<file path="src/rtl/brmd_pkg.sv">
// Shared constants for the barcode run-length module decoder.
// No dependencies; imported by barcode_run_module_decoder.
package brmd_pkg;

  // Fixed field widths
  localparam int SAMPLE_W = 8;
  localparam int IDX_W    = 7;

  // Defaults for the top-level parameters
  localparam int DEF_MODULES  = 67;
  localparam int DEF_RUN_BITS = 14;

  // Reset value of the dark threshold register
  localparam logic [SAMPLE_W-1:0] DEF_THRESHOLD = 8'd128;

  // Most modules emitted for one run
  localparam int MAX_RESULTS = 64;

endpackage

</file>
<file path="src/rtl/barcode_run_module_decoder.sv">
// Barcode run-length module decoder: thresholding, run counting, serial
// ceiling division and module emission. Depends on brmd_pkg.
//
// One scan-line sample is taken per request on the input channel. A sample
// that does not close a run is absorbed directly and the block stays ready
// for the next sample. A sample that closes a counted run starts the shared
// restoring divider, which retires one quotient bit per cycle; the S_CLAMP
// state then clamps the module count, and S_EMIT puts out one module request
// per cycle on the output channel while out_ready lets it: n requests for a
// run worth n modules (n at most 64).
// The input is not ready from the closing sample until the last module of that
// run is loaded into the output register. Samples below dark_threshold (reset
// 128) are dark; the first dark bar sets the module width and is not emitted,
// and decoding stops after MODULES modules until line_start.
module barcode_run_module_decoder #(
  parameter int MODULES  = brmd_pkg::DEF_MODULES,
  parameter int RUN_BITS = brmd_pkg::DEF_RUN_BITS
) (
  input  logic                          clk,
  input  logic                          rst,
  // configuration write channel
  input  logic                          cfg_valid,
  output logic                          cfg_ready,
  input  logic [brmd_pkg::SAMPLE_W-1:0] cfg_data,
  // sample channel
  input  logic                          in_valid,
  output logic                          in_ready,
  input  logic [brmd_pkg::SAMPLE_W-1:0] sample,
  input  logic                          line_start,
  // module channel
  output logic                          out_valid,
  input  logic                          out_ready,
  output logic                          module_bit,
  output logic [brmd_pkg::IDX_W-1:0]    module_index,
  output logic                          run_last,
  output logic                          code_done
);
  import brmd_pkg::*;

  localparam int CNT_W = (RUN_BITS > 1) ? $clog2(RUN_BITS) : 1;
  localparam int CMP_W = (RUN_BITS + 1 > IDX_W + 1) ? RUN_BITS + 1 : IDX_W + 1;
  localparam logic [RUN_BITS-1:0] RUN_MAX = {RUN_BITS{1'b1}};

  typedef enum logic [1:0] {
    PH_SKIP,
    PH_REF,
    PH_RUN,
    PH_DONE
  } phase_t;

  typedef enum logic [1:0] {
    S_IDLE,
    S_DIV,
    S_CLAMP,
    S_EMIT
  } seq_t;

  // Registers
  logic [SAMPLE_W-1:0] dark_threshold;
  phase_t              phase;
  logic [RUN_BITS-1:0] run_count;
  logic [RUN_BITS-1:0] reference_width;
  logic                run_colour;
  logic [IDX_W-1:0]    modules_emitted;
  seq_t                seq;
  logic [RUN_BITS-1:0] div_quo;
  logic [RUN_BITS-1:0] div_rem;
  logic [RUN_BITS-1:0] divisor;
  logic [CNT_W-1:0]    div_cnt;
  logic                emit_colour;
  logic [IDX_W-1:0]    emit_left;

  // Accept-time next values
  phase_t              phase_next;
  logic [RUN_BITS-1:0] run_count_next;
  logic [RUN_BITS-1:0] reference_width_next;
  logic                run_colour_next;
  logic                run_end;

  logic                in_acc;
  logic                dark;
  phase_t              ph_c;
  logic [RUN_BITS-1:0] cnt_c;
  logic [RUN_BITS-1:0] ref_c;
  logic                col_c;
  logic [IDX_W-1:0]    emitted_c;
  logic [RUN_BITS-1:0] cnt_inc;

  // Divider step and clamp
  logic [RUN_BITS:0]   rem_sh;
  logic [RUN_BITS:0]   rem_diff;
  logic                rem_ge;
  logic [CMP_W-1:0]    mods_full;
  logic [CMP_W-1:0]    mods_left;
  logic [CMP_W-1:0]    mods_a;
  logic [CMP_W-1:0]    mods_b;
  logic [IDX_W:0]      emitted_inc;
  logic                out_load;

  assign cfg_ready = 1'b1;
  assign in_ready  = (seq == S_IDLE);
  assign in_acc    = in_valid && in_ready;
  assign dark      = (sample < dark_threshold);

  // Apply a line restart, then advance the run tracking for this sample
  always_comb begin
    ph_c      = line_start ? PH_SKIP : phase;
    cnt_c     = line_start ? '0 : run_count;
    ref_c     = line_start ? '0 : reference_width;
    col_c     = line_start ? 1'b0 : run_colour;
    emitted_c = line_start ? '0 : modules_emitted;
    cnt_inc   = (cnt_c == RUN_MAX) ? cnt_c : cnt_c + 1'b1;

    phase_next           = ph_c;
    run_count_next       = cnt_c;
    reference_width_next = ref_c;
    run_colour_next      = col_c;
    run_end              = 1'b0;

    unique case (ph_c)
      PH_SKIP: begin
        if (dark) begin
          phase_next     = PH_REF;
          run_count_next = RUN_BITS'(1);
        end
      end
      PH_REF: begin
        if (dark) begin
          run_count_next = cnt_inc;
        end else begin
          reference_width_next = cnt_c;
          run_colour_next      = 1'b0;
          run_count_next       = RUN_BITS'(1);
          phase_next           = PH_RUN;
        end
      end
      PH_RUN: begin
        if (dark == col_c) begin
          run_count_next = cnt_inc;
        end else begin
          run_end         = 1'b1;
          run_colour_next = dark;
          run_count_next  = RUN_BITS'(1);
        end
      end
      PH_DONE: begin
      end
      default: begin
      end
    endcase
  end

  // One restoring division step: shift in the next dividend bit, try subtract
  always_comb begin
    rem_sh   = {div_rem, div_quo[RUN_BITS-1]};
    rem_diff = rem_sh - {1'b0, divisor};
    rem_ge   = (rem_sh >= {1'b0, divisor});
  end

  // Round the quotient up, then clamp to what is left of the code and to 64
  always_comb begin
    mods_full = CMP_W'(div_quo) + CMP_W'(div_rem != '0);
    mods_left = CMP_W'(MODULES) - CMP_W'(modules_emitted);
    mods_a    = (mods_full < mods_left) ? mods_full : mods_left;
    mods_b    = (mods_a < CMP_W'(MAX_RESULTS)) ? mods_a : CMP_W'(MAX_RESULTS);
  end

  assign emitted_inc = {1'b0, modules_emitted} + 1'b1;
  assign out_load    = (seq == S_EMIT) && (!out_valid || out_ready);

  // Sequencer, decoder state and output register
  always_ff @(posedge clk) begin
    if (rst) begin
      dark_threshold  <= DEF_THRESHOLD;
      phase           <= PH_SKIP;
      run_count       <= '0;
      reference_width <= '0;
      run_colour      <= 1'b0;
      modules_emitted <= '0;
      seq             <= S_IDLE;
      out_valid       <= 1'b0;
      div_cnt         <= '0;
      emit_left       <= '0;
    end else begin
      // take a threshold write
      if (cfg_valid && cfg_ready) begin
        dark_threshold <= cfg_data;
      end

      // drop a delivered module request unless the next one replaces it
      if (out_valid && out_ready && !out_load) begin
        out_valid <= 1'b0;
      end

      unique case (seq)
        S_IDLE: begin
          if (in_acc) begin
            phase           <= phase_next;
            run_count       <= run_count_next;
            reference_width <= reference_width_next;
            run_colour      <= run_colour_next;
            modules_emitted <= emitted_c;
            if (run_end) begin
              div_quo     <= cnt_c;
              div_rem     <= '0;
              divisor     <= (ref_c == '0) ? RUN_BITS'(1) : ref_c;
              div_cnt     <= '0;
              emit_colour <= col_c;
              seq         <= S_DIV;
            end
          end
        end
        S_DIV: begin
          div_rem <= rem_ge ? rem_diff[RUN_BITS-1:0] : rem_sh[RUN_BITS-1:0];
          div_quo <= {div_quo[RUN_BITS-2:0], rem_ge};
          div_cnt <= div_cnt + 1'b1;
          if (div_cnt == CNT_W'(RUN_BITS - 1)) begin
            seq <= S_CLAMP;
          end
        end
        S_CLAMP: begin
          emit_left <= mods_b[IDX_W-1:0];
          seq       <= S_EMIT;
        end
        S_EMIT: begin
          if (out_load) begin
            out_valid       <= 1'b1;
            module_bit      <= emit_colour;
            module_index    <= modules_emitted;
            run_last        <= (emit_left == IDX_W'(1));
            code_done       <= (emitted_inc == (IDX_W+1)'(MODULES));
            modules_emitted <= emitted_inc[IDX_W-1:0];
            emit_left       <= emit_left - 1'b1;
            if (emit_left == IDX_W'(1)) begin
              seq <= S_IDLE;
              if (emitted_inc >= (IDX_W+1)'(MODULES)) begin
                phase <= PH_DONE;
              end
            end
          end
        end
        default: begin
          seq <= S_IDLE;
        end
      endcase
    end
  end

`ifndef SYNTHESIS
  // Emitted positions never run past the end of the code
  a_index_range: assert property (@(posedge clk) disable iff (rst)
    out_valid |-> (IDX_W+1)'(module_index) < (IDX_W+1)'(MODULES))
    else $error("module index beyond code length");

  // Code completion flag is raised only on the final position
  a_done_pos: assert property (@(posedge clk) disable iff (rst)
    (out_valid && code_done) |-> (IDX_W+1)'(module_index) == (IDX_W+1)'(MODULES - 1))
    else $error("code_done on wrong module");

  // Per-run emission count stays within the clamp
  a_emit_bound: assert property (@(posedge clk) disable iff (rst)
    (seq == S_EMIT) |-> (emit_left != '0 && emit_left <= IDX_W'(MAX_RESULTS)))
    else $error("emission count out of range");

  // A finished code has emitted all its modules once idle
  a_done_count: assert property (@(posedge clk) disable iff (rst)
    (seq == S_IDLE && phase == PH_DONE) |->
      (IDX_W+1)'(modules_emitted) >= (IDX_W+1)'(MODULES))
    else $error("code marked complete too early");
`endif

endmodule

</file>
<file path="config.mk">
export PLATFORM = sky130hd
export DESIGN_NAME = barcode_run_module_decoder
export DESIGN_NICKNAME = d
export VERILOG_FILES = /design/src/rtl/brmd_pkg.sv /design/src/rtl/barcode_run_module_decoder.sv
export SDC_FILE = /design/constraint.sdc
export NUM_CORES = 1
export LEC_CHECK = 0
export BUFFER_PORTS_ARGS = -buffer_cell sky130_fd_sc_hd__buf_2
export CORE_MARGIN = 3
export CORE_UTILIZATION = 67
export CTS_CLUSTER_DIAMETER = 30
export DETAILED_ROUTE_END_ITERATION = 7
export PLACE_DENSITY_LB_ADDON = 0.25
export REMOVE_ABC_BUFFERS = 1
export SLEW_MARGIN = 20
export SYNTH_ARGS = -nofsm -noshare
export SYNTH_HDL_FRONTEND = slang
export SYNTH_SLANG_ARGS = --single-unit
</file>
<file path="constraint.sdc">
create_clock -name clk -period 5.2 [get_ports clk]
set_input_delay 0.26 -clock clk [delete_from_list [all_inputs] [get_ports clk]]
set_output_delay 0.26 -clock clk [all_outputs]
set_load 0.01 [all_outputs]
</file>
# Word-level counts from Yosys, hierarchy flattened
# Cells that the tools add are included.
# op_classes
magnitude_cmp,5
add_sub_neg,7
n_bitwise,1
mux,51
n_reduce_logical,23
eq_ne,17
# ops
op,count
$mux 14,13
$pmux 14 s2,2
$pmux 14 s3,1
$mux 7,5
$pmux 7 s2,2
$mux 2,12
$add 14x1->15,1
$ge 15x14->1,1
$lt 15x15->1,1
$lt 15x7->1 const B,1
$mux 15,1
$add 14x1->14 const B,1
$eq 14x14->1 const B,1
$logic_not 14->1,1
$reduce_bool 14->1,1
$sub 14x14->14,1
$reduce_and 4->1,3
$ne 2x1->1 const B,5
$reduce_and 5->1,2
$add 7x1->8 const B,1
$eq 8x7->1 const B,1
$ge 8x7->1 const B,1
$lt 8x8->1,1
$mux 1,8
22 further kinds,37
# word_totals
output_inout_bits,13
elab_cells,122
regBits,113
inputBits,22

# Depth between registers and ports, before layout
# logic_depth
ltp_word,8
mapped_depth,16
depth_no_buf,16

# Worst setup path after synthesis
# OpenSTA, ideal clock, no wires.
# synth_path
path_kind,reg2reg
start,register dark_threshold[2]
end,"register div_quo[0], enable pin"
n_path_buf,0
setup_time_ns,0.413
setup_slack_ns,1.608
arrival_ns,3.179
period_less_slack_ns,3.592
path_stages_with_launch,12
required_time_ns,4.787
path_cell_list,dfxtp_1 -> inv_1 -> ha_1 -> nand2_1 -> o21ai_0 -> a41oi_2 -> nor2_1 -> inv_1 -> ha_1 -> nand3_1 -> a21boi_1 -> nor2_1
# synth_via
elab_chain_len,6
# synth_rtl
element,line,text
"start, declared",barcode_run_module_decoder.sv:59,logic [SAMPLE_W-1:0] dark_threshold;
"start signal, assigned",barcode_run_module_decoder.sv:187,dark_threshold <= cfg_data;
$lt 8x8->1,barcode_run_module_decoder.sv:103,assign dark = (sample < dark_threshold);
$eq 1x1->1,barcode_run_module_decoder.sv:138,if (dark == col_c) begin
$mux 1,barcode_run_module_decoder.sv:138,
$mux 1,barcode_run_module_decoder.sv:120,unique case (ph_c)
$ne 2x1->1 (no source line),--,
$reduce_and 4->1 (no source line),--,
"end signal, assigned",barcode_run_module_decoder.sv:204,div_quo <= cnt_c;
"end signal, assigned",barcode_run_module_decoder.sv:215,"div_quo <= {div_quo[RUN_BITS-2:0], rem_ge};"
"end, declared",barcode_run_module_decoder.sv:66,logic [RUN_BITS-1:0] div_quo;
# Every way passes these cells.
# A chain may end at the register's enable or synchronous reset.

# Final worst setup path
# layout_path
start,register div_rem[0]
end,register emit_left[4]
# layout_via
elab_chain_len,7
# layout_rtl
element,line,text
"start, declared",barcode_run_module_decoder.sv:67,logic [RUN_BITS-1:0] div_rem;
"start signal, assigned",barcode_run_module_decoder.sv:214,div_rem <= rem_ge ? rem_diff[RUN_BITS-1:0] : rem_sh[RUN_BITS-1:0];
$reduce_bool 14->1 *,barcode_run_module_decoder.sv:162,mods_full = CMP_W'(div_quo) + CMP_W'(div_rem != '0);
$add 14x1->15 *,barcode_run_module_decoder.sv:162,
$lt 15x15->1,barcode_run_module_decoder.sv:164,mods_a = (mods_full < mods_left) ? mods_full : mods_left;
$mux 15 *,barcode_run_module_decoder.sv:164,
$lt 15x7->1,barcode_run_module_decoder.sv:165,mods_b = (mods_a < CMP_W'(MAX_RESULTS)) ? mods_a : CMP_W'(MAX_RESULTS);
$mux 7 *,barcode_run_module_decoder.sv:165,
$pmux 7 s2 *,barcode_run_module_decoder.sv:195,unique case (seq)
"end signal, assigned",barcode_run_module_decoder.sv:222,emit_left <= mods_b[IDX_W-1:0];
"end signal, assigned",barcode_run_module_decoder.sv:233,emit_left <= emit_left - 1'b1;
"end, declared",barcode_run_module_decoder.sv:71,logic [IDX_W-1:0] emit_left;
# Every way passes the cells marked *; elsewhere a longest branch is shown, timed or not.

==> impl_results.md <==
- Status: finished, final reports clean
- Vias: between 6000 and 7000
- Synth top area share: 21.9%
- # fillers: between 600 and 700
- FFs w/ async S/R, synth: 0%
- Req. time, crit path: 5610 ps
- Final Hold Fails: 0
- CTS tree: yes
- H-tree levels: 4
- CP Capture Type: flop
- Clock sinks: 113
- Register-to-register setup slack: approximately 1300 ps
- Min cycle time layout: between 3000 and 4000 ps
- Height of the chip: ~110 um
- Area leader, netlist: edfxtp_1
- Sequential area share after synthesis: between 30 and 40%
- P_leak: roughly 3.2 nW
- Setup violators final: 0
- Post-synth EDFFs: 53
- Slew margin rel.: roughly a third
- Layout cells sized above 1: a little over a tenth
- Routed Wire Length: between 15000 and 20000 um
- GPL Wtd Cong: 0.976
- GRT Total Usage: about 31%
- Worst Path Buf+Inv: 0
- HP Start: out_ready
- Syn_area_per_cell: between 8 and 9 um^2
- Initial Util: 69.7%
- Clock tree buffer depth: 2
- Post-synth top flop: dfxtp_1
- Synth-to-Final Area Change: 12.8%
- Global route total overflow: 0
- Setup TNS: 0 ps
- Core ar.: roughly 10000 um^2
- Antenna viol nets, final: 0
- Clk_lat worst skew: 520 ps
- Cells on Worst Hold Path: 4
- DP Wirelength: between 10000 and 15000 um
- Max-slew violations: 0
- Max-Cap Viols: 0
- Hold Slack: approximately 65 ps
- CP Cell Sequence: nor4_1 -> nand4_1 -> ha_1 -> ha_1 -> nand3_4 -> or3_4 -> nor2_1 -> xor2_1 -> ha_1 -> nand2_1 -> nor2_1 -> o211ai_1 -> o21ai_1 -> and4b_1 -> a31oi_4 -> o32ai_1
- Final Non-Filler Cells: 991
- Family with the most delay on the worst path: simple AND/OR/NAND/NOR gates
- Mapped Area: ~7300 um^2
- Final worst path period share: between 70 and 80%
- FF-to-FF Start: div_rem[0]
- Initial DRC Count: between 500 and 600
- Hold WC Path Type: in2reg
- CTS Buf Count: 17
- Cell mode on critical path: ha_1
- Hold worst-path end: out_valid
- Crit path arrival time: roughly 4300 ps
- CP max stage delay: roughly 450 ps
- Reg-to-Reg End: emit_left[4]
- Ant diodes: 0
- Least-Margin Pin Slew: 978 ps
- I/O pins: 35
- Setup crit start kind: flop
- Slowest CP cell: o21ai_1
- Input/output buffers: 33
- Vias in the first global route: between 6000 and 7000
- Routed len/inst: approximately 18 um
- Worst Skew: 6.76 ps
- Crit Path Max Fanout: 7
- Post-synthesis register bit count: 113
- Initial antenna violation count: 0
- Root buffer cell: clkbuf_8
- Fmax: 255 MHz
- Clock-pin slew on the worst setup and hold paths: around 50 ps
- Top cells by area, synth: edfxtp_1, dfxtp_1, ha_1
- WS Path Type: reg2reg
- Global-route wire length before repair: a little under 30000 um
- Cells on worst reg2reg path: 16
- Final net count: between 900 and 1000
- Width of the chip: about 110 um
- Largest net degree at the start of global routing: 56
- RSZ-0062 raised after global routing: no
- Site Rows: 37
- Pwr Density: ~330 nW/um^2
- Pre-Repair DR Iteration Count: 5
- Crit path from: div_rem[0]
- DIE AREA: 12100 um^2
- Distinct cell type count after synthesis: between 70 and 80
- DR DRC count: 0
- Peak supply drop: 0.214 mV
- Yosys warnings: 0
- Post-Syn Instances: between 800 and 900
- Placed Cells: 951
- Vias/cell: between 6 and 7
==> repair_timing <==
item	in CTS	in global routing
hold buffers	8	0
endpoints found under the setup margin	0	0
hold endpoints to repair	8	0
gates resized for setup	0	0
buffers inserted	0	0
==> state kept, by name, indices dropped and copies added, names as in the netlist <==
name             flops
code_done            1
dark_threshold       8
div_cnt              4
div_quo             14
div_rem             14
divisor             14
emit_colour          1
emit_left            7
module_bit           1
module_index         7
modules_emitted      7
out_valid            1
phase                2
reference_width     14
run_colour           1
run_count           14
run_last             1
seq                  2
==> metrics by stage <==
step	worst slack (ps)	total power, mW	cell area (um^2)	util [%]
final	1280	2.67	8200	78.7
after global routing	997	2.78	8200	78.7
after CTS	1300	2.68	8200	78.7
after detailed placement	1360	1.44	7490	71.9
after global placement	1550	1.42	7490	71.9
after floorplan	1570	1.32	7120	-
==> per-layer routing <==
layer / share of wire, % / GRT usage [%] / vias up
met5: 0 / 0 / -
met4: 2.2 / 11.5 / 0
met3: 7.7 / 6.52 / 49
met2: 48 / 52.0 / 297
met1: 42 / 39.7 / 2958
li1: - / - / 3005
==> Yosys cell counts (18+ instances only) <==
library cell / n
nand2_1: 88
o21ai_0: 36
inv_1: 45
nor3_1: 18
xnor2_1: 22
nor2b_1: 34
nor2_1: 75
clkbuf_1: 26
ha_1: 55
nand3_1: 22
a21oi_1: 51
edfxtp_1: 53
mux2i_1: 18
dfxtp_1: 60
==> kinds of logic (layout without fill, tap and decap cells) <==
kind of cell	count (synthesis)	in the layout	synth area share, %
multiplexers	22	22	3.10
XOR/XNOR	33	33	3.98
flip-flops	113	113	38.4
AND/OR/NAND/NOR	319	319	22.8
buffers and inverters	82	124	4.41
AO/OA/AOI/OAI	187	187	17.5
adder cells (fa/ha/maj)	56	56	9.75
other	1	1	0.0516
==> worst min-delay path, stage by stage <==
cell and delay, ps:
buf_2 80, nor2b_1 50, nor2_1 80, nor2_1 50
==> area by class of cell <==
class	instances	area [um^2]	share of cell area (%)
flip-flops and latches	113	2790	34.1
well taps	136	170	2.08
clock inverters	11	186	2.27
multi-input cells	618	4150	50.7
inverters	46	173	2.11
clock buffers	21	439	5.36
repair buffers	46	283	3.45
==> report_power, final <==
group | leakage (nW) | total, mW | switching (mW) | internal (mW)
sequential | 1.01 | 0.990 | 0.0223 | 0.968
clock | 0.306 | 1.23 | 0.396 | 0.836
combinational | 1.85 | 0.452 | 0.294 | 0.159
==> how the worst max path moves through the flow <==
stage,to,cells after the start
3_3_place_gp,emit_left[4],16
5_1_grt,emit_left[4],13
2_1_floorplan,div_quo[0],11
3_5_place_dp,emit_left[4],16
4_1_cts,emit_left[4],16
6_report,emit_left[4],16
==> placed cells by master, fill, tap and decap left out, drive strengths merged, types with 5 or more instances in the layout <==
master and instances:
ha 55, and3 7, o22ai 5, buf 38, nor4 11, a21o 7
inv 45, a211oi 6, edfxtp 53, nand2 88, nand2b 10, dfxtp 60
clkbuf 21, nand3 23, nor2b 34, xor2 11, a21oi 51, o21ai 40
and2 6, nor2 76, bufinv 5, a22oi 14, or3 5, dlygate4sd3 8
clkinv 6, nand3b 5, a31oi 9, nor3b 7, xnor2 22, o21a 6
mux2i 18, nand4 17, nor3 19
No activity file was read; power rests on OpenSTA's default activity.
